--- src/rtl/mmcn_pkg.sv ---
// ----------------------------------------------------------------------------
// mmcn_pkg
// Shared constants for the magnetometer min/max calibration and
// normalisation block: field widths, command codes and output limits.
// ----------------------------------------------------------------------------
package mmcn_pkg;

    localparam int SAMPLE_BITS_DEF = 16;
    localparam int FRAC_BITS_DEF   = 14;

    localparam int FUNC_W = 3;
    localparam int TICK_W = 32;
    localparam int OUT_W  = 16;
    localparam int AXES   = 3;

    // One extra quotient bit flags saturation beyond the output range
    localparam int Q_BITS = OUT_W + 1;

    localparam logic [TICK_W-1:0] CALIB_TIMEOUT_RST = TICK_W'(60000);

    localparam logic [FUNC_W-1:0] FUNC_SAMPLE   = FUNC_W'(0);
    localparam logic [FUNC_W-1:0] FUNC_START    = FUNC_W'(1);
    localparam logic [FUNC_W-1:0] FUNC_STOP     = FUNC_W'(2);
    localparam logic [FUNC_W-1:0] FUNC_LOAD_MIN = FUNC_W'(3);
    localparam logic [FUNC_W-1:0] FUNC_LOAD_MAX = FUNC_W'(4);

    localparam logic signed [OUT_W-1:0] NORM_MAX = {1'b0, {(OUT_W-1){1'b1}}};
    localparam logic signed [OUT_W-1:0] NORM_MIN = {1'b1, {(OUT_W-1){1'b0}}};

endpackage

--- src/rtl/mmcn_if.sv ---
// ----------------------------------------------------------------------------
// mmcn channel interfaces
// Valid/ready channels for sample words, result words and the
// calibration timeout register write.
// ----------------------------------------------------------------------------
interface mmcn_in_if #(
    parameter int SAMPLE_BITS = mmcn_pkg::SAMPLE_BITS_DEF
);
    import mmcn_pkg::*;

    logic                          valid;
    logic                          ready;
    logic [FUNC_W-1:0]             func;
    logic signed [SAMPLE_BITS-1:0] raw_x;
    logic signed [SAMPLE_BITS-1:0] raw_y;
    logic signed [SAMPLE_BITS-1:0] raw_z;
    logic [TICK_W-1:0]             now_ticks;

    modport source (output valid, func, raw_x, raw_y, raw_z, now_ticks, input ready);
    modport sink   (input valid, func, raw_x, raw_y, raw_z, now_ticks, output ready);
endinterface

interface mmcn_out_if;
    import mmcn_pkg::*;

    logic                    valid;
    logic                    ready;
    logic signed [OUT_W-1:0] norm_x;
    logic signed [OUT_W-1:0] norm_y;
    logic signed [OUT_W-1:0] norm_z;
    logic [AXES-1:0]         range_error;
    logic                    save_request;

    modport source (output valid, norm_x, norm_y, norm_z, range_error, save_request,
                    input ready);
    modport sink   (input valid, norm_x, norm_y, norm_z, range_error, save_request,
                    output ready);
endinterface

interface mmcn_cfg_if;
    import mmcn_pkg::*;

    logic              valid;
    logic              ready;
    logic [TICK_W-1:0] data;

    modport source (output valid, data, input ready);
    modport sink   (input valid, data, output ready);
endinterface

--- src/rtl/mag_minmax_calibrate_normalize.sv ---
// ----------------------------------------------------------------------------
// mag_minmax_calibrate_normalize
// Magnetometer hard-iron calibration by per-axis min/max tracking, and
// normalisation of samples to signed Q2.14 against the stored limits.
// ----------------------------------------------------------------------------
// Commands (start, stop, load minima, load maxima) and samples taken while
// calibrating are absorbed and give no result. A sample taken outside
// calibration is normalised axis by axis through one shared restoring
// divider that produces one quotient bit per cycle: each axis with a valid
// range goes through launch, 17 quotient steps and collect, an axis whose
// maximum is not above its minimum is zeroed and flagged without dividing.
// After the last axis the result word enters the output register and the
// input becomes ready for the next word; a previous result still waiting in
// the output register holds that last step until it is taken. The input is
// not ready while a sample is being normalised; a finished result waits in
// the output register while the next word is taken. The timeout register is
// written through the configuration channel, which is always ready.
module mag_minmax_calibrate_normalize #(
    parameter int SAMPLE_BITS = mmcn_pkg::SAMPLE_BITS_DEF,
    parameter int FRAC_BITS   = mmcn_pkg::FRAC_BITS_DEF
) (
    input  logic              i_clk,
    input  logic              i_rst_n,
    mmcn_cfg_if.sink          i_cfg,
    mmcn_in_if.sink           i_in,
    mmcn_out_if.source        o_out
);
    import mmcn_pkg::*;

    localparam int AxisW = $clog2(AXES);
    localparam logic [AxisW-1:0] AxisLast = AxisW'(AXES - 1);
    localparam logic signed [SAMPLE_BITS-1:0] SampleTop = {1'b0, {(SAMPLE_BITS-1){1'b1}}};
    localparam logic signed [SAMPLE_BITS-1:0] SampleBot = {1'b1, {(SAMPLE_BITS-1){1'b0}}};

    typedef enum logic [1:0] {S_IDLE, S_START, S_WAIT, S_EMIT} t_state;
    typedef enum logic [1:0] {PH_NONE, PH_CAL, PH_DONE} t_phase;

    t_state                        r_state;
    t_phase                        r_phase;
    logic                          r_req;
    logic [TICK_W-1:0]             r_start_time;
    logic [TICK_W-1:0]             r_timeout;
    logic signed [SAMPLE_BITS-1:0] r_min [AXES];
    logic signed [SAMPLE_BITS-1:0] r_max [AXES];
    logic signed [SAMPLE_BITS-1:0] r_raw [AXES];
    logic [AxisW-1:0]              r_axis;
    logic signed [OUT_W-1:0]       r_norm [AXES];
    logic [AXES-1:0]               r_err;
    logic                          r_save;
    logic                          r_out_valid;
    logic signed [OUT_W-1:0]       r_out_norm [AXES];
    logic [AXES-1:0]               r_out_err;
    logic                          r_out_save;

    logic signed [SAMPLE_BITS-1:0] in_raw [AXES];
    logic signed [SAMPLE_BITS-1:0] n_min [AXES];
    logic signed [SAMPLE_BITS-1:0] n_max [AXES];
    logic signed [SAMPLE_BITS-1:0] seed_min;
    logic signed [SAMPLE_BITS-1:0] seed_max;
    logic [TICK_W-1:0]             elapsed;
    logic                          in_take;
    logic                          axis_ok;
    logic                          div_start;
    logic                          div_done;
    logic signed [OUT_W-1:0]       div_norm;

    assign in_raw[0] = i_in.raw_x;
    assign in_raw[1] = i_in.raw_y;
    assign in_raw[2] = i_in.raw_z;

    assign i_in.ready  = (r_state == S_IDLE);
    assign i_cfg.ready = 1'b1;
    assign in_take     = i_in.valid && i_in.ready;
    assign elapsed     = i_in.now_ticks - r_start_time;
    assign axis_ok     = r_max[r_axis] > r_min[r_axis];
    assign div_start   = (r_state == S_START) && axis_ok;

    // Widen the limits by a calibrating sample, reseeding on its first one
    always_comb begin
        for (int i = 0; i < AXES; i++) begin
            seed_min = (r_phase != PH_CAL) ? SampleTop : r_min[i];
            seed_max = (r_phase != PH_CAL) ? SampleBot : r_max[i];
            n_min[i] = (in_raw[i] < seed_min) ? in_raw[i] : seed_min;
            n_max[i] = (in_raw[i] > seed_max) ? in_raw[i] : seed_max;
        end
    end

    mmcn_divider #(
        .SAMPLE_BITS (SAMPLE_BITS),
        .FRAC_BITS   (FRAC_BITS)
    ) u_div (
        .i_clk   (i_clk),
        .i_rst_n (i_rst_n),
        .i_start (div_start),
        .i_raw   (r_raw[r_axis]),
        .i_lo    (r_min[r_axis]),
        .i_hi    (r_max[r_axis]),
        .o_done  (div_done),
        .o_norm  (div_norm)
    );

    always_ff @(posedge i_clk) begin
        if (!i_rst_n) begin
            r_state      <= S_IDLE;
            r_phase      <= PH_NONE;
            r_req        <= 1'b0;
            r_start_time <= '0;
            r_timeout    <= CALIB_TIMEOUT_RST;
            r_out_valid  <= 1'b0;
            r_axis       <= '0;
            for (int i = 0; i < AXES; i++) begin
                r_min[i] <= SampleBot;
                r_max[i] <= SampleTop;
            end
        end else begin
            if (i_cfg.valid && i_cfg.ready) begin
                r_timeout <= i_cfg.data;
            end
            // drop a taken word; the emit step reloads the register itself
            if (o_out.valid && o_out.ready && r_state != S_EMIT) begin
                r_out_valid <= 1'b0;
            end

            case (r_state)
                S_IDLE: begin
                    if (in_take) begin
                        case (i_in.func)
                            FUNC_START: begin
                                r_req        <= 1'b1;
                                r_start_time <= i_in.now_ticks;
                            end
                            FUNC_STOP: begin
                                r_req <= 1'b0;
                            end
                            FUNC_LOAD_MIN: begin
                                for (int i = 0; i < AXES; i++) r_min[i] <= in_raw[i];
                            end
                            FUNC_LOAD_MAX: begin
                                for (int i = 0; i < AXES; i++) r_max[i] <= in_raw[i];
                            end
                            FUNC_SAMPLE: begin
                                if (r_req) begin
                                    r_phase <= PH_CAL;
                                    for (int i = 0; i < AXES; i++) begin
                                        r_min[i] <= n_min[i];
                                        r_max[i] <= n_max[i];
                                    end
                                    if (elapsed >= r_timeout) begin
                                        r_req <= 1'b0;
                                    end
                                end else begin
                                    r_save <= (r_phase == PH_CAL);
                                    if (r_phase == PH_CAL) begin
                                        r_phase <= PH_DONE;
                                    end
                                    for (int i = 0; i < AXES; i++) r_raw[i] <= in_raw[i];
                                    r_err   <= '0;
                                    r_axis  <= '0;
                                    r_state <= S_START;
                                end
                            end
                            default: begin
                            end
                        endcase
                    end
                end
                S_START: begin
                    if (axis_ok) begin
                        r_state <= S_WAIT;
                    end else begin
                        // empty range: zero and flag the axis
                        r_norm[r_axis] <= '0;
                        r_err[r_axis]  <= 1'b1;
                        if (r_axis == AxisLast) begin
                            r_state <= S_EMIT;
                        end else begin
                            r_axis <= r_axis + AxisW'(1);
                        end
                    end
                end
                S_WAIT: begin
                    if (div_done) begin
                        r_norm[r_axis] <= div_norm;
                        if (r_axis == AxisLast) begin
                            r_state <= S_EMIT;
                        end else begin
                            r_axis  <= r_axis + AxisW'(1);
                            r_state <= S_START;
                        end
                    end
                end
                S_EMIT: begin
                    // hold until the output register is free
                    if (!r_out_valid || o_out.ready) begin
                        r_out_valid <= 1'b1;
                        r_out_norm  <= r_norm;
                        r_out_err   <= r_err;
                        r_out_save  <= r_save;
                        r_state     <= S_IDLE;
                    end
                end
                default: begin
                    r_state <= S_IDLE;
                end
            endcase
        end
    end

    assign o_out.valid        = r_out_valid;
    assign o_out.norm_x       = r_out_norm[0];
    assign o_out.norm_y       = r_out_norm[1];
    assign o_out.norm_z       = r_out_norm[2];
    assign o_out.range_error  = r_out_err;
    assign o_out.save_request = r_out_save;

    a_err_zero: assert property (@(posedge i_clk) disable iff (!i_rst_n)
        o_out.valid |-> (!o_out.range_error[0] || o_out.norm_x == '0)
                     && (!o_out.range_error[1] || o_out.norm_y == '0)
                     && (!o_out.range_error[2] || o_out.norm_z == '0))
        else $error("flagged axis carries a non-zero value");

    a_done_in_wait: assert property (@(posedge i_clk) disable iff (!i_rst_n)
        div_done |-> r_state == S_WAIT)
        else $error("divider finished outside the wait state");

    a_axis_bound: assert property (@(posedge i_clk) disable iff (!i_rst_n)
        (r_state == S_START || r_state == S_WAIT) |-> r_axis <= AxisLast)
        else $error("axis counter out of range");

endmodule

--- src/rtl/mmcn_divider.sv ---
// ----------------------------------------------------------------------------
// mmcn_divider
// Restoring divider that normalises one axis: round(2^F*(2*raw-lo-hi)/(hi-lo))
// one quotient bit per cycle, then saturates to the signed output range.
// ----------------------------------------------------------------------------
module mmcn_divider #(
    parameter int SAMPLE_BITS = mmcn_pkg::SAMPLE_BITS_DEF,
    parameter int FRAC_BITS   = mmcn_pkg::FRAC_BITS_DEF
) (
    input  logic                                i_clk,
    input  logic                                i_rst_n,
    input  logic                                i_start,
    input  logic signed [SAMPLE_BITS-1:0]       i_raw,
    input  logic signed [SAMPLE_BITS-1:0]       i_lo,
    input  logic signed [SAMPLE_BITS-1:0]       i_hi,
    output logic                                o_done,
    output logic signed [mmcn_pkg::OUT_W-1:0]   o_norm
);
    import mmcn_pkg::*;

    localparam int NumW  = SAMPLE_BITS + 3;
    localparam int MagW  = SAMPLE_BITS + 2;
    localparam int WideW = (SAMPLE_BITS + FRAC_BITS + 3 > SAMPLE_BITS + Q_BITS + 1)
                         ? SAMPLE_BITS + FRAC_BITS + 3 : SAMPLE_BITS + Q_BITS + 1;
    localparam int CntW  = $clog2(Q_BITS);

    localparam logic [Q_BITS-1:0] QPosMax = Q_BITS'(NORM_MAX);
    localparam logic [Q_BITS-1:0] QNegMax = QPosMax + Q_BITS'(1);

    logic signed [NumW-1:0]  num;
    logic [MagW-1:0]         mag;
    logic [SAMPLE_BITS-1:0]  dif;
    logic [WideW-1:0]        n_rem_init;
    logic [WideW-1:0]        n_den_init;
    logic [WideW-1:0]        rem_sub;
    logic                    take;

    logic                    r_busy;
    logic                    r_done;
    logic [CntW-1:0]         r_cnt;
    logic [WideW-1:0]        r_rem;
    logic [WideW-1:0]        r_den;
    logic [Q_BITS-1:0]       r_q;
    logic                    r_neg;

    always_comb begin
        num = (NumW'(i_raw) <<< 1) - NumW'(i_lo) - NumW'(i_hi);
        mag = num[NumW-1] ? MagW'(-num) : MagW'(num);
        // hi > lo here, so the wrapped difference is the true range
        dif = SAMPLE_BITS'(i_hi - i_lo);
        // dividend 2*mag*2^F + d over divisor 2*d gives round half up
        n_rem_init = (WideW'(mag) << (FRAC_BITS + 1)) + WideW'(dif);
        n_den_init = WideW'(dif) << Q_BITS;
        take       = (r_rem >= r_den);
        rem_sub    = r_rem - r_den;
    end

    always_ff @(posedge i_clk) begin
        if (!i_rst_n) begin
            r_busy <= 1'b0;
            r_done <= 1'b0;
        end else begin
            // pulse once, on the cycle after the last quotient step
            r_done <= r_busy && !i_start && (r_cnt == '0);
            if (i_start) begin
                r_busy <= 1'b1;
                r_cnt  <= CntW'(Q_BITS - 1);
                r_rem  <= n_rem_init;
                r_den  <= n_den_init;
                r_q    <= '0;
                r_neg  <= num[NumW-1];
            end else if (r_busy) begin
                if (take) begin
                    r_rem <= rem_sub;
                end
                r_q   <= {r_q[Q_BITS-2:0], take};
                r_den <= r_den >> 1;
                if (r_cnt == '0) begin
                    r_busy <= 1'b0;
                end else begin
                    r_cnt <= r_cnt - CntW'(1);
                end
            end
        end
    end

    always_comb begin
        if (r_neg) begin
            o_norm = (r_q > QNegMax) ? NORM_MIN : -$signed(r_q[OUT_W-1:0]);
        end else begin
            o_norm = (r_q > QPosMax) ? NORM_MAX : $signed(r_q[OUT_W-1:0]);
        end
    end

    assign o_done = r_done;

endmodule
--- src/flat_wrapper.sv ---
// flat-port wrapper written by rule: the top's interface ports become plain ports
module mag_minmax_calibrate_normalize_flat import mmcn_pkg::*;
#(
    parameter int SAMPLE_BITS = mmcn_pkg::SAMPLE_BITS_DEF,
    parameter int FRAC_BITS   = mmcn_pkg::FRAC_BITS_DEF
)
  (i_clk, i_rst_n, i_cfg_valid, i_cfg_data, i_cfg_ready, i_in_valid, i_in_func, i_in_raw_x, i_in_raw_y, i_in_raw_z, i_in_now_ticks, i_in_ready, o_out_valid, o_out_norm_x, o_out_norm_y, o_out_norm_z, o_out_range_error, o_out_save_request, o_out_ready);
  mmcn_cfg_if i_cfg_i ();
  mmcn_in_if #(.SAMPLE_BITS(SAMPLE_BITS)) i_in_i ();
  mmcn_out_if o_out_i ();
  input  logic i_clk;
  input  logic i_rst_n;
  input wire logic [$bits(i_cfg_i.valid)-1:0] i_cfg_valid;
  input wire logic [$bits(i_cfg_i.data)-1:0] i_cfg_data;
  output wire logic [$bits(i_cfg_i.ready)-1:0] i_cfg_ready;
  input wire logic [$bits(i_in_i.valid)-1:0] i_in_valid;
  input wire logic [$bits(i_in_i.func)-1:0] i_in_func;
  input wire logic [$bits(i_in_i.raw_x)-1:0] i_in_raw_x;
  input wire logic [$bits(i_in_i.raw_y)-1:0] i_in_raw_y;
  input wire logic [$bits(i_in_i.raw_z)-1:0] i_in_raw_z;
  input wire logic [$bits(i_in_i.now_ticks)-1:0] i_in_now_ticks;
  output wire logic [$bits(i_in_i.ready)-1:0] i_in_ready;
  output wire logic [$bits(o_out_i.valid)-1:0] o_out_valid;
  output wire logic [$bits(o_out_i.norm_x)-1:0] o_out_norm_x;
  output wire logic [$bits(o_out_i.norm_y)-1:0] o_out_norm_y;
  output wire logic [$bits(o_out_i.norm_z)-1:0] o_out_norm_z;
  output wire logic [$bits(o_out_i.range_error)-1:0] o_out_range_error;
  output wire logic [$bits(o_out_i.save_request)-1:0] o_out_save_request;
  input wire logic [$bits(o_out_i.ready)-1:0] o_out_ready;
  assign i_cfg_i.valid = i_cfg_valid;
  assign i_cfg_i.data = i_cfg_data;
  assign i_cfg_ready = i_cfg_i.ready;
  assign i_in_i.valid = i_in_valid;
  assign i_in_i.func = i_in_func;
  assign i_in_i.raw_x = i_in_raw_x;
  assign i_in_i.raw_y = i_in_raw_y;
  assign i_in_i.raw_z = i_in_raw_z;
  assign i_in_i.now_ticks = i_in_now_ticks;
  assign i_in_ready = i_in_i.ready;
  assign o_out_valid = o_out_i.valid;
  assign o_out_norm_x = o_out_i.norm_x;
  assign o_out_norm_y = o_out_i.norm_y;
  assign o_out_norm_z = o_out_i.norm_z;
  assign o_out_range_error = o_out_i.range_error;
  assign o_out_save_request = o_out_i.save_request;
  assign o_out_i.ready = o_out_ready;
  mag_minmax_calibrate_normalize #(.SAMPLE_BITS(SAMPLE_BITS), .FRAC_BITS(FRAC_BITS)) u_core (.i_clk(i_clk), .i_rst_n(i_rst_n), .i_cfg(i_cfg_i), .i_in(i_in_i), .o_out(o_out_i));
endmodule
--- config.mk ---
export PLATFORM = sky130hd
export DESIGN_NAME = mag_minmax_calibrate_normalize_flat
export DESIGN_NICKNAME = d
export VERILOG_FILES = /design/src/rtl/mmcn_pkg.sv /design/src/rtl/mmcn_if.sv /design/src/rtl/mag_minmax_calibrate_normalize.sv /design/src/rtl/mmcn_divider.sv /design/src/flat_wrapper.sv
export SDC_FILE = /design/constraint.sdc
export NUM_CORES = 1
export LEC_CHECK = 0
export BUFFER_PORTS_ARGS = -buffer_cell sky130_fd_sc_hd__buf_2
export CELL_PAD_IN_SITES_DETAIL_PLACEMENT = 0
export CELL_PAD_IN_SITES_GLOBAL_PLACEMENT = 1
export CORE_MARGIN = 1
export CORE_UTILIZATION = 45
export DETAILED_ROUTE_END_ITERATION = 10
export PLACE_DENSITY_LB_ADDON = 0.1
export SYNTH_ARGS = -nofsm -noshare
export SYNTH_HDL_FRONTEND = slang
export SYNTH_SLANG_ARGS = --single-unit
--- constraint.sdc ---
create_clock -name i_clk -period 23.7 [get_ports i_clk]
set_input_delay 7.11 -clock i_clk [delete_from_list [all_inputs] [get_ports i_clk]]
set_output_delay 7.11 -clock i_clk [all_outputs]
set_load 0.02 [all_outputs]
# Word level (Yosys, flattened, before mapping)
# Memory sizes are Yosys's and may differ from the RTL's. A register that Yosys moved wholly into a read port is not among the register bits.
# Index checks and enable logic that the tools add are counted.
word_totals:
  register_bits: 268
  ramBits: 144
  in_bits: 120
  output_inout_bits: 55
  word_cells: 228
  mem_count: 3
op_classes:
  addsub: 10
  n_lt_le_gt_ge: 15
  n_eq_ne: 19
  muxes: 105
  bitwise_logic: 17
  n_reduce_logical: 34
mem_list:
  columns: ["memory", "depth", "word_bits", "read_ports", "rd_clocked_by_memory_dff", "wr", "line", "text"]
  rows:
  - ["u_core.r_max", 3, 16, 4, 1, 3, "mag_minmax_calibrate_normalize.sv:44", "logic signed [SAMPLE_BITS-1:0] r_max [AXES];"]
  - ["u_core.r_min", 3, 16, 4, 1, 3, "mag_minmax_calibrate_normalize.sv:43", "logic signed [SAMPLE_BITS-1:0] r_min [AXES];"]
  - ["u_core.r_raw", 3, 16, 1, 1, 3, "mag_minmax_calibrate_normalize.sv:45", "logic signed [SAMPLE_BITS-1:0] r_raw [AXES];"]
ops:
  columns: ["cell", "n"]
  rows:
  - ["two-way mux 16 bit", 28]
  - ["two-way mux 34 bit", 3]
  - ["two-way mux 48 bit", 2]
  - ["one-hot mux 48 bit (2 select lines)", 1]
  - ["two-way mux 33 bit", 2]
  - ["> comparator 16 bit", 4]
  - ["AND 48 bit", 1]
  - ["bitwise mux 48 bit", 1]
  - ["less-than comparator 16 bit", 3]
  - ["inverter 48 bit", 1]
  - ["two-way mux 2 bit", 22]
  - ["adder 33 x 16 -> 34 bit", 1]
  - [">= comparator 34 x 33 -> 1 bit", 1]
  - ["subtractor 34 x 33 -> 34 bit", 1]
  - ["demux 16 bit (select 2 bit)", 1]
  - [">= comparator 32 bit", 1]
  - ["two-way mux 1 bit", 32]
  - ["subtractor 32 bit", 1]
  - ["subtractor 18 x 16 -> 19 bit", 1]
  - ["two-way mux 18 bit", 1]
  - ["negation 18 bit", 1]
  - ["AND reduction 6 bit", 3]
  - ["subtractor 17 x 16 -> 18 bit", 1]
  - ["> comparator 17 x 15 -> 1 bit, second input constant", 1]
  - ["41 further kinds", 86]

# Depth between registers and ports, before layout
# Gate-level depths: netlist (run 1).
logic_depth:
  ltp_word: 9
  depth_mapped: 27
  mapped_depth_nobuf: 27

# Cells and area by module
# From an unflattened synthesis (run 1), not the netlist that was laid out.
unflattened:
  hier_cells: 2767
  hier_area_um2: 27261.1
by_module_without_submodules:
  columns: ["mod", "instances", "cells_per_inst", "area_each_um2", "seq_area_each_um2"]
  rows:
  - ["mag_minmax_calibrate_normalize", 1, 1717, 18132.4, 8928.6]
  - ["mmcn_divider", 1, 1050, 9128.8, 2742.6]

# Worst setup path before layout (run 1)
# No wires, ideal clock.
synth_path:
  path_type: "in2reg"
  start: "input i_in_func[1]"
  end: "memory u_core.r_max[0][0] (netlist name), enable pin"
  setup_ps: 586
  arrival_time_ps: 12287
  t_required_ps: 23114
  path_slack_ps: 10827
  stages: 2
  path_buffers: 1
  cell_sequence: "clkbuf_1 -> o41ai_1"
synth_lines:
  columns: ["item", "line", "text"]
  rows:
  - ["from (decl)", "flat_wrapper.sv:17", "input wire logic [$bits(i_in_i.func)-1:0] i_in_func;"]
  - ["to (decl)", "mag_minmax_calibrate_normalize.sv:44", null]

# Final worst setup path (run 1)
layout_path:
  start: "input i_in_now_ticks[0]"
  end: "register u_core.r_req"
layout_between:
  elab_chain_len: 5
layout_lines:
  columns: ["item", "line", "text"]
  rows:
  - ["from (decl)", "flat_wrapper.sv:21", "input wire logic [$bits(i_in_i.now_ticks)-1:0] i_in_now_ticks;"]
  - ["subtractor 32 bit", "mag_minmax_calibrate_normalize.sv:74", "assign elapsed = i_in.now_ticks - r_start_time;"]
  - [">= comparator 32 bit", "mag_minmax_calibrate_normalize.sv:148", "if (elapsed >= r_timeout) begin"]
  - ["two-way mux 1 bit", "mag_minmax_calibrate_normalize.sv:148", null]
  - ["two-way mux 1 bit", "mag_minmax_calibrate_normalize.sv:142", "if (r_req) begin"]
  - ["one-hot mux 1 bit (3 select lines)", "mag_minmax_calibrate_normalize.sv:127", "case (i_in.func)"]
  - ["to (signal assigned)", "mag_minmax_calibrate_normalize.sv:129", "r_req <= 1'b1;"]
  - ["to (signal assigned)", "mag_minmax_calibrate_normalize.sv:133", "r_req <= 1'b0;"]
  - ["to (signal assigned)", "mag_minmax_calibrate_normalize.sv:149", "r_req <= 1'b0;"]
  - ["to (decl)", "mag_minmax_calibrate_normalize.sv:40", "logic r_req;"]
# Every way passes these cells.
# A chain may end at the register's enable or synchronous reset.

==> flow_summary.toml, run 1 <==
[run_status]
run_status = "completed"

[floorplanning]
dieArea_um2 = 60600
core_area_um2 = 59000
start_util = 0.455
num_io_pins = 175
die_w_um = 246
rows = 89
fp.dieH_um = 246

[finish]
nets = 3298
final_util = 0.510
synthToLayoutAreaGrowth_pct = 12.1
layout-drive-gt1-share = 0.101
design_area_um2 = 30100
layout_commonest_cell = "edfxtp_1"
final_cell_mix = "edfxtp_1 (338), nand2_1 (312), ha_1 (252), nor2_1 (246), a21oi_1 (228)"
fill_cells = 5488

[routing]
viasPerCell = 5.61
drt_iter0_markers = 1404
vias = 20900
wirelength_mm = 70.1
drcViolationCount = 0
ant_nets = 0
wire_per_inst_um = 18.8
firstDrtPassIters = 5

[cts]
ctsResizeCount = 0
clock_path_buffers = 3
path_clk_slew_ns = 0.06
cts_setup_buffers = 0
cts_tree = "built"
cts-hold-fix-buffers = 0
cts.sinks = 414
ctsRootBufferMaster = "clkbuf_16"
cts_buffers = 48
htreeDepth = 2
clk-insertion-delay-late_ns = 0.61

[sta]
fin_crit_ns = 11.88
finalSetupViolCount = 0
report.final.hold_viol_count = 0
drv_slew = 0
relSlewSlack = 0.183
setup_ws_ns = 11.82
clock.fmax_mhz = 84.1
rsz0062_at_grt = "no"
fin_setup_tns_ns = 0
tightestPinTransition_ns = 1.22
fin_worst_skew_ns = 0.0320
fin_crit_sh = 0.501

[setup_path]
startpoint_type = "input port"
endpoint_kind = "flip-flop"
worst-path-max-fanout = 3
critPathKind = "input port to flip-flop"
cp_data_arrival_time_ns = 12.42
worst_ep_required_time_ns = 24.23

[placed_design]
place_congestion = 0.833
place_ws_ns = 11.27
hpwl_mm = 52.0
place_area_um2 = 28500
port_buffers = 173

[hold_path]
hold_class = "flip-flop to flip-flop"

[synth]
synth_cell_type_count = 78
synthArstFlopShare = 0
yosysSeqAreaShare = 0.435
synth_area_leader_cell = "edfxtp_1"
ys.flop_type = "edfxtp_1"
syn_area_um2 = 26800
synth_area_leaders = "edfxtp_1 (38%), ha_1 (12%), dfxtp_1 (5.7%)"
yosysWarnings = 0
synthDominantCellAreaShare = 0.378
syn_nets = 3157
synth_edf_count = 338
ys_ff_latch = 414
syn_area_per_cell_um2 = 9.71
synth_cells = 2766

[global_routing]
grt_pass1_wl_mm = 110
first_global_vias = 20300
grt_max_degree = 89
antenna_found_initial = 5
grt.total_usage = 0.229
overflow = 0

[power]
p_leak_nw = 11.8
cellPowerDensity_nw_per_um2 = 81.4
vdd_drop_max_v = 0.0000576

[run]
drv_cap = 0
-- critical path: stages --
cell and delay, ns:
buf_2 0.10, inv_1 0.05, ha_1 0.18, inv_1 0.06
fa_1 0.41, a21o_1 0.18, a21o_1 0.19, a21oi_1 0.23
o21a_1 0.21, a211oi_1 0.11, a2111oi_0 0.86, o211ai_1 0.31
a21oi_1 0.24, o31ai_1 0.10, a21oi_1 0.19, xnor2_1 0.14
ha_1 0.26, nor2b_1 0.13, o21ai_0 0.16, and3_1 0.21
or3b_2 0.45, a221oi_1 0.23, o221ai_1 0.15, a21oi_1 0.15
-- cell usage after synthesis, types with 17 or more instances --
library cell,n
edfxtp_1,338
clkbuf_1,91
inv_1,184
a211oi_1,20
nor3_1,46
xor2_1,38
o21bai_1,17
nand3_1,45
dfxtp_1,76
o2bb2ai_1,18
o21a_1,62
a31oi_1,20
nand4_1,32
a21o_1,76
nand2b_1,30
and2_1,24
nor2_1,248
o211ai_1,32
nand2_1,313
fa_1,19
nor2b_1,30
a2bb2oi_1,50
mux2i_1,79
xnor2_1,62
a21oi_1,229
ha_1,252
o21ai_0,126
-- final timing paths --
path                           from                         to  slack [ns]  cells past startpoint
hold / removal        u_core.r_save  u_core.o_out.save_request        0.42                      0
hold reg to reg       u_core.r_save  u_core.o_out.save_request        0.42                      0
setup reg to reg          flip-flop     u_core.u_div.r_rem[32]       17.00                     19
setup / recovery  i_in_now_ticks[0]               u_core.r_req       11.82                     24
-- report_power, final --
group | switching [W] | internal, W
clock network | 0.000319 | 0.000415
registers | 0.0000337 | 0.000890
logic | 0.000483 | 0.000308
-- logic make-up (layout without fill, tap and decap cells) --
family,Yosys count,in the layout,synth area share
buffers and inverters,290,470,0.0408
xor gates and xnor gates,100,100,0.0326
and+or+nand+nor,853,853,0.146
AOI/OAI and AO/OA,757,757,0.184
other,1,2,0.000140
adders and majority gates,271,271,0.132
DFF,414,414,0.435
muxes,80,80,0.0300
-- sequential cells by signal, indices dropped and copies added (netlist names), 2 cells and up, named ones only --
name and cells:
u_core.r_max 48, u_core.r_phase 2, u_core.o_out.norm_z 16, u_core.r_start_time 32
u_core.u_div.r_cnt 5, u_core.r_min 48, u_core.o_out.norm_x 16, u_core.u_div.r_rem 34
u_core.r_axis 2, u_core.r_timeout 32, u_core.u_div.r_den 33, u_core.r_state 2
u_core.r_raw 48, u_core.r_norm 48, u_core.r_err 3, u_core.o_out.norm_y 16
u_core.u_div.r_q 17, u_core.o_out.range_error 3
-- per-layer routing --
metal / up-vias / GRT usage / wire length [um]
met4: 8 / 0.0519 / 1240
li1: 10300 / - / -
met1: 10000 / 0.305 / 32000
met2: 415 / 0.389 / 33500
met3: 83 / 0.0346 / 3250
met5: - / 0 / 37
-- final cells by class --
cell class / instances / area, um^2 / area share
Antenna cell: 1 / 2.50 / 0.0000832
Clock buffer: 58 / 1260 / 0.0418
Clock inverter: 31 / 295 / 0.00981
Inverter: 185 / 694 / 0.0231
Multi-Input combinational cell: 2062 / 14200 / 0.471
Sequential cell: 414 / 11700 / 0.388
Tap cell: 773 / 967 / 0.0321
Timing Repair Buffer: 196 / 1040 / 0.0345
-- through the flow --
stage / hold WS, ns / cells / power, W
CTS: 0.420 / 3719 / 0.00247
global placement: 0.414 / 3630 / 0.00171
global route: 0.429 / 3720 / 0.00260
detailed placement: 0.406 / 3630 / 0.00173
finish: 0.418 / 3720 / 0.00245
floorplan: 0.400 / 2766 / 0.00153
Note: power is estimated with default switching activity, not from simulation.
==> inputs of run 2 (changes only) <==
--- a/config.mk
+++ b/config.mk
@@ -9,7 +9,7 @@
 export CELL_PAD_IN_SITES_DETAIL_PLACEMENT = 0
 export CELL_PAD_IN_SITES_GLOBAL_PLACEMENT = 1
 export CORE_MARGIN = 1
-export CORE_UTILIZATION = 45
+export CORE_UTILIZATION = 44
 export DETAILED_ROUTE_END_ITERATION = 10
 export PLACE_DENSITY_LB_ADDON = 0.1
 export SYNTH_ARGS = -nofsm -noshare
==> constraint.sdc (replaced) <==
create_clock -name i_clk -period 9.66 [get_ports i_clk]
set_input_delay 2.898 -clock i_clk [delete_from_list [all_inputs] [get_ports i_clk]]
set_output_delay 2.898 -clock i_clk [all_outputs]
set_load 0.02 [all_outputs]
==> run 2 against run 1 <==
Net effect:
- register-to-register slack worse by 14 ns
- design area about the same
- clock skew down 0.0097 ns
- clock-buffer cell count up 6
- sequential share of layout area about the same
- via count about the same
- hold slack better by 0.0013 ns
- non-clock buffer count up 2
- largest power group unchanged
- core utilization down 1.1 points
- first-iteration DRC count down 22%
- critical path type unchanged
- the run now ends with design-rule violations left
==> flow_summary.toml, run 2 (synthesis gave the netlist of run 1 again) <==
[run_status]
run_status = "finished with violations"
violations = "design-rule violations"

[placed_design]
place_congestion = 0.869
port_buffers = 173
hpwl_mm = 52.5
place_area_um2 = 28500

[routing]
drt_iter0_markers = 1098
wirelength_mm = 70.6
vias = 20900
wire_per_inst_um = 18.9
drcViolationCount = 2
firstDrtPassIters = 9
viasPerCell = 5.60
ant_nets = 0

[setup_path]
cp_data_arrival_time_ns = 8.10
reg2reg_slack_ns = 2.92
critPathSlowestCell = "a2111oi_0"
endpoint = "u_core.r_req"
slowest_delay_ns = 0.80
cp-startpoint = "i_in_now_ticks[0]"
cp_common_cell = "a21oi_1"
cp_cell_sequence = "buf_2, inv_1, ha_1, inv_1, fa_1, a21o_1, a21o_1, a21oi_1, o21a_1, a211oi_1, a2111oi_0, o211ai_1, a21oi_1, o31ai_1, a21oi_1, xnor2_1, ha_1, nor2b_1, o21ai_0, and3_1, or3b_2, a221oi_1, o221ai_1, a21oi_1"
worst_ep_required_time_ns = 10.19
ff2ff_path_depth = 19
startpoint_type = "input port"
endpoint_kind = "flip-flop"
critPathKind = "input port to flip-flop"
timing.rr.end = "u_core.u_div.r_rem[32]"
worst-path-max-fanout = 3

[power]
p_leak_nw = 11.8
vdd_drop_max_v = 0.000144
clkPwrFrac = 0.300
p_sw_w = 0.00203
cellPowerDensity_nw_per_um2 = 200
p_int_w = 0.00399
power_frac_comb = 0.324
p_seq_frac = 0.376
p_sw_frac = 0.337

[sta]
drv_slew = 0
clock.fmax_mhz = 132
tightestPinTransition_ns = 1.27
fin_worst_skew_ns = 0.0223
fin_crit_sh = 0.783
fin_setup_tns_ns = 0
rsz0062_at_grt = "no"
finalSetupViolCount = 0
relSlewSlack = 0.151
report.final.hold_viol_count = 0
fin_crit_ns = 7.56

[finish]
design_area_um2 = 30100
synthToLayoutAreaGrowth_pct = 12.1
layout-drive-gt1-share = 0.101
nets = 3299
final_cell_mix = "edfxtp_1 (338), nand2_1 (312), ha_1 (252), nor2_1 (246), a21oi_1 (229)"
layout_commonest_cell = "edfxtp_1"

[floorplanning]
dieArea_um2 = 62000
fp.dieH_um = 249
core_area_um2 = 60400
rows = 90
die_w_um = 249
start_util = 0.445
num_io_pins = 175

[cts]
cts_buffers = 47
cts_setup_buffers = 0
ctsResizeCount = 0
ctsRootBufferMaster = "clkbuf_16"
cts_tree = "built"
clk-insertion-delay-late_ns = 0.60
clock_path_buffers = 3
htreeDepth = 2
cts-hold-fix-buffers = 0
cts.sinks = 414
path_clk_slew_ns = 0.06

[run]
drv_cap = 0

[global_routing]
first_global_vias = 20600
grt_pass1_wl_mm = 111
overflow = 0
grt_max_degree = 80
grt.total_usage = 0.225
antenna_found_initial = 8

[hold_path]
worstHoldStart = "u_core.r_save"
hold_class = "flip-flop to flip-flop"
-- run 2: worst max-delay path, delay by kind of cell --
kind	cells	cell delay [ns]
AO/OA/AOI/OAI	14	3.21
XOR/XNOR	1	0.14
adder cells (fa/ha/maj)	3	0.84
buffers and inverters	3	0.22
AND/OR/NAND/NOR	3	0.79
-- run 2: metal layers --
metal,part of all wire,vias up,track usage
met5,0.00075,-,0
met1,0.46,9982,0.302
met4,0.028,8,0.0736
met3,0.045,112,0.0295
met2,0.47,438,0.375
li1,-,10300,-
-- run 2: final cells by class --
class,count,area [um^2]
clock buffer,64,1280
clock inverter,20,243
timing repair buffer,198,1050
inverter,185,694
tap,782,978
multi-input combinational,2062,14100
sequential,414,11700
fill,5619,30300
antenna,4,10.0
-- run 2: power groups by stage --
stage,clock [W],combinational (W),sequential (W)
finish,0.00180,0.00195,0.00226
global route,0.00191,0.00219,0.00228
CTS,0.00185,0.00196,0.00227
detailed placement,0,0.00194,0.00230
global placement,0,0.00191,0.00230
floorplan,0,0.00147,0.00228
-- run 2: worst min path at each step --
| stage | end | slack [ns] | depth (start not counted) |
|---|---|---|---|
| 3_3_place_gp | u_core.o_out.save_request | 0.42 | 0 |
| 3_5_place_dp | u_core.o_out.save_request | 0.41 | 0 |
| 5_1_grt | u_core.o_out.save_request | 0.42 | 0 |
| 4_1_cts | u_core.o_out.save_request | 0.42 | 0 |
| 6_report | u_core.o_out.save_request | 0.42 | 0 |
| 2_1_floorplan | u_core.o_out.save_request | 0.40 | 0 |
-- run 2: per-stage QoR --
| stage | util | setup WS, ns | instances | power, W | hold slack, ns |
|---|---|---|---|---|---|
| after floorplan | - | 0.999 | 2766 | 0.00375 | 0.400 |
| after global placement | 0.473 | 1.63 | 3641 | 0.00421 | 0.421 |
| after detailed placement | 0.473 | 1.53 | 3641 | 0.00425 | 0.408 |
| after CTS | 0.498 | 2.14 | 3725 | 0.00607 | 0.423 |
| after global routing | 0.498 | 1.54 | 3728 | 0.00638 | 0.425 |
| final | 0.498 | 2.10 | 3729 | 0.00602 | 0.420 |
==> inputs of run 3 (changes only) <==
--- a/config.mk
+++ b/config.mk
@@ -9,7 +9,7 @@
 export CELL_PAD_IN_SITES_DETAIL_PLACEMENT = 0
 export CELL_PAD_IN_SITES_GLOBAL_PLACEMENT = 1
 export CORE_MARGIN = 1
-export CORE_UTILIZATION = 44
+export CORE_UTILIZATION = 45
 export DETAILED_ROUTE_END_ITERATION = 10
 export PLACE_DENSITY_LB_ADDON = 0.1
 export SYNTH_ARGS = -nofsm -noshare
==> constraint.sdc (replaced) <==
create_clock -name i_clk -period 7.8 [get_ports i_clk]
set_input_delay 2.34 -clock i_clk [delete_from_list [all_inputs] [get_ports i_clk]]
set_output_delay 2.34 -clock i_clk [all_outputs]
set_load 0.02 [all_outputs]
==> run 3 against run 2 <==
Net effect:
- the run now ends clean
- flip-flop and latch count stayed put
- critical path depth is 1 higher
- register-to-register slack worse by 1.5 ns
- die area is 2.2% lower
- sequential power is 24% higher
- clock skew is 0.029 ns higher
- hold slack hardly changed
- combinational power is 24% higher
- final cell count is 0.19% lower
- clock-buffer cell count is 3 lower
- clock power is 25% higher
- highest routed layer unchanged
==> flow_summary.toml, run 3 (synthesis gave the netlist of run 1 again) <==
[cts]
cts-hold-fix-buffers = 0
clock_path_buffers = 3
cts_tree = "built"
cts.sinks = 414
path_clk_slew_ns = 0.06
clk-insertion-delay-late_ns = 0.61
ctsResizeCount = 0
htreeDepth = 2
cts_setup_buffers = 0
ctsRootBufferMaster = "clkbuf_16"
cts_buffers = 46

[global_routing]
grt.total_usage = 0.233
overflow = 0
grt_pass1_wl_mm = 111
first_global_vias = 20300
grt_max_degree = 75
antenna_found_initial = 6

[finish]
multi_input_area_um2 = 14200
ff_latch_area_um2 = 11700
fill_cells = 5553
instances_no_fill = 3722
layout-drive-gt1-share = 0.104
nets = 3301
layout_commonest_cell = "edfxtp_1"
design_area_um2 = 30200
final_cell_mix = "edfxtp_1 (338), nand2_1 (312), ha_1 (252), nor2_1 (246), a21oi_1 (229)"
synthToLayoutAreaGrowth_pct = 12.4

[run]
drv_cap = 0

[floorplanning]
start_util = 0.455
num_io_pins = 175
dieArea_um2 = 60600
core_area_um2 = 59000
rows = 89
fp.dieH_um = 246
die_w_um = 246

[routing]
firstDrtPassIters = 8
wire_per_inst_um = 19.1
vias = 20900
viasPerCell = 5.61
drcViolationCount = 0
ant_nets = 0
drt_iter0_markers = 1508
wirelength_mm = 71.1

[sta]
relSlewSlack = 0.170
fin_crit_sh = 0.852
tightestPinTransition_ns = 1.25
fin_crit_ns = 6.64
fin_worst_skew_ns = 0.0515
fin_setup_tns_ns = 0
rsz0062_at_grt = "no"
setup_ws_ns = 1.16
drv_slew = 0
report.final.hold_viol_count = 0
clock.fmax_mhz = 151
finalSetupViolCount = 0

[power]
p_leak_nw = 11.8
p_int_w = 0.00494
p_sw_frac = 0.339
clkPwrFrac = 0.301
cellPowerDensity_nw_per_um2 = 248
power_frac_comb = 0.324
power_w = 0.00748
vdd_drop_max_v = 0.000180
p_seq_frac = 0.375
p_sw_w = 0.00254

[run_status]
run_status = "completed"

[setup_path]
worst_ep_required_time_ns = 8.35
critPathKind = "input port to flip-flop"
endpoint_kind = "flip-flop"
startpoint_type = "input port"
cp_data_arrival_time_ns = 7.19
worst-path-max-fanout = 3

[hold_path]
hold_class = "flip-flop to flip-flop"

[placed_design]
dp.cells = 3635
place_ws_ns = 0.591
place_congestion = 0.847
port_buffers = 173
hpwl_mm = 53.4
place_area_um2 = 28600
-- run 3: per-stage QoR --
step / hold WS (ns) / util
2_1_floorplan: 0.400 / -
3_3_place_gp: 0.405 / 0.485
3_5_place_dp: 0.418 / 0.485
4_1_cts: 0.422 / 0.511
5_1_grt: 0.437 / 0.511
6_report: 0.420 / 0.511
-- run 3: worst max-delay path, stage by stage --
cell       delay (ns)
buf_2            0.11
inv_1            0.05
ha_1             0.16
inv_1            0.06
fa_1             0.40
a21o_1           0.17
a21o_1           0.19
a21oi_1          0.25
o21a_1           0.20
a211oi_1         0.11
a2111oi_0        0.46
buf_4            0.21
o211ai_1         0.15
a21oi_1          0.24
o31ai_1          0.10
a21oi_1          0.19
xnor2_1          0.14
ha_1             0.25
nor2b_1          0.13
o21ai_0          0.16
and3_1           0.20
or3b_2           0.44
a221oi_1         0.21
o221ai_1         0.14
a21oi_1          0.14
-- run 3: cell type report --
| type | instances | share of cell area |
|---|---|---|
| Timing Repair Buffer | 201 | 0.0365 |
| Clock buffer | 61 | 0.0426 |
| Antenna cell | 1 | 0.0000830 |
| Tap cell | 773 | 0.0321 |
| Sequential cell | 414 | 0.387 |
| Multi-Input combinational cell | 2062 | 0.470 |
| Clock inverter | 25 | 0.00917 |
| Inverter | 185 | 0.0230 |
-- run 3: power groups by stage --
stage	sequential (W)	clock, W	combinational [W]
4_1_cts	0.00281	0.00230	0.00243
2_1_floorplan	0.00282	0	0.00183
6_report	0.00281	0.00225	0.00242
5_1_grt	0.00283	0.00238	0.00271
3_3_place_gp	0.00285	0	0.00237
3_5_place_dp	0.00285	0	0.00241
-- run 3: final timing paths --
check | endpoint | cells after the start | start | slack (ns)
max | u_core.r_req | 25 | i_in_now_ticks[0] | 1.16
min | u_core.o_out.save_request | 0 | u_core.r_save | 0.42
max reg2reg | u_core.u_div.r_rem[32] | 23 | flip-flop | 1.41
min reg2reg | u_core.o_out.save_request | 0 | u_core.r_save | 0.42
-- run 3: routing by layer --
metal  routed length, um  global-route usage  vias to the layer above
met3                3110              0.0345                       89
met1               32200               0.312                     9989
met2               34200               0.393                      443
met5                  70                   0                        -
li1                    -                   -                    10300
met4                1430              0.0564                       10
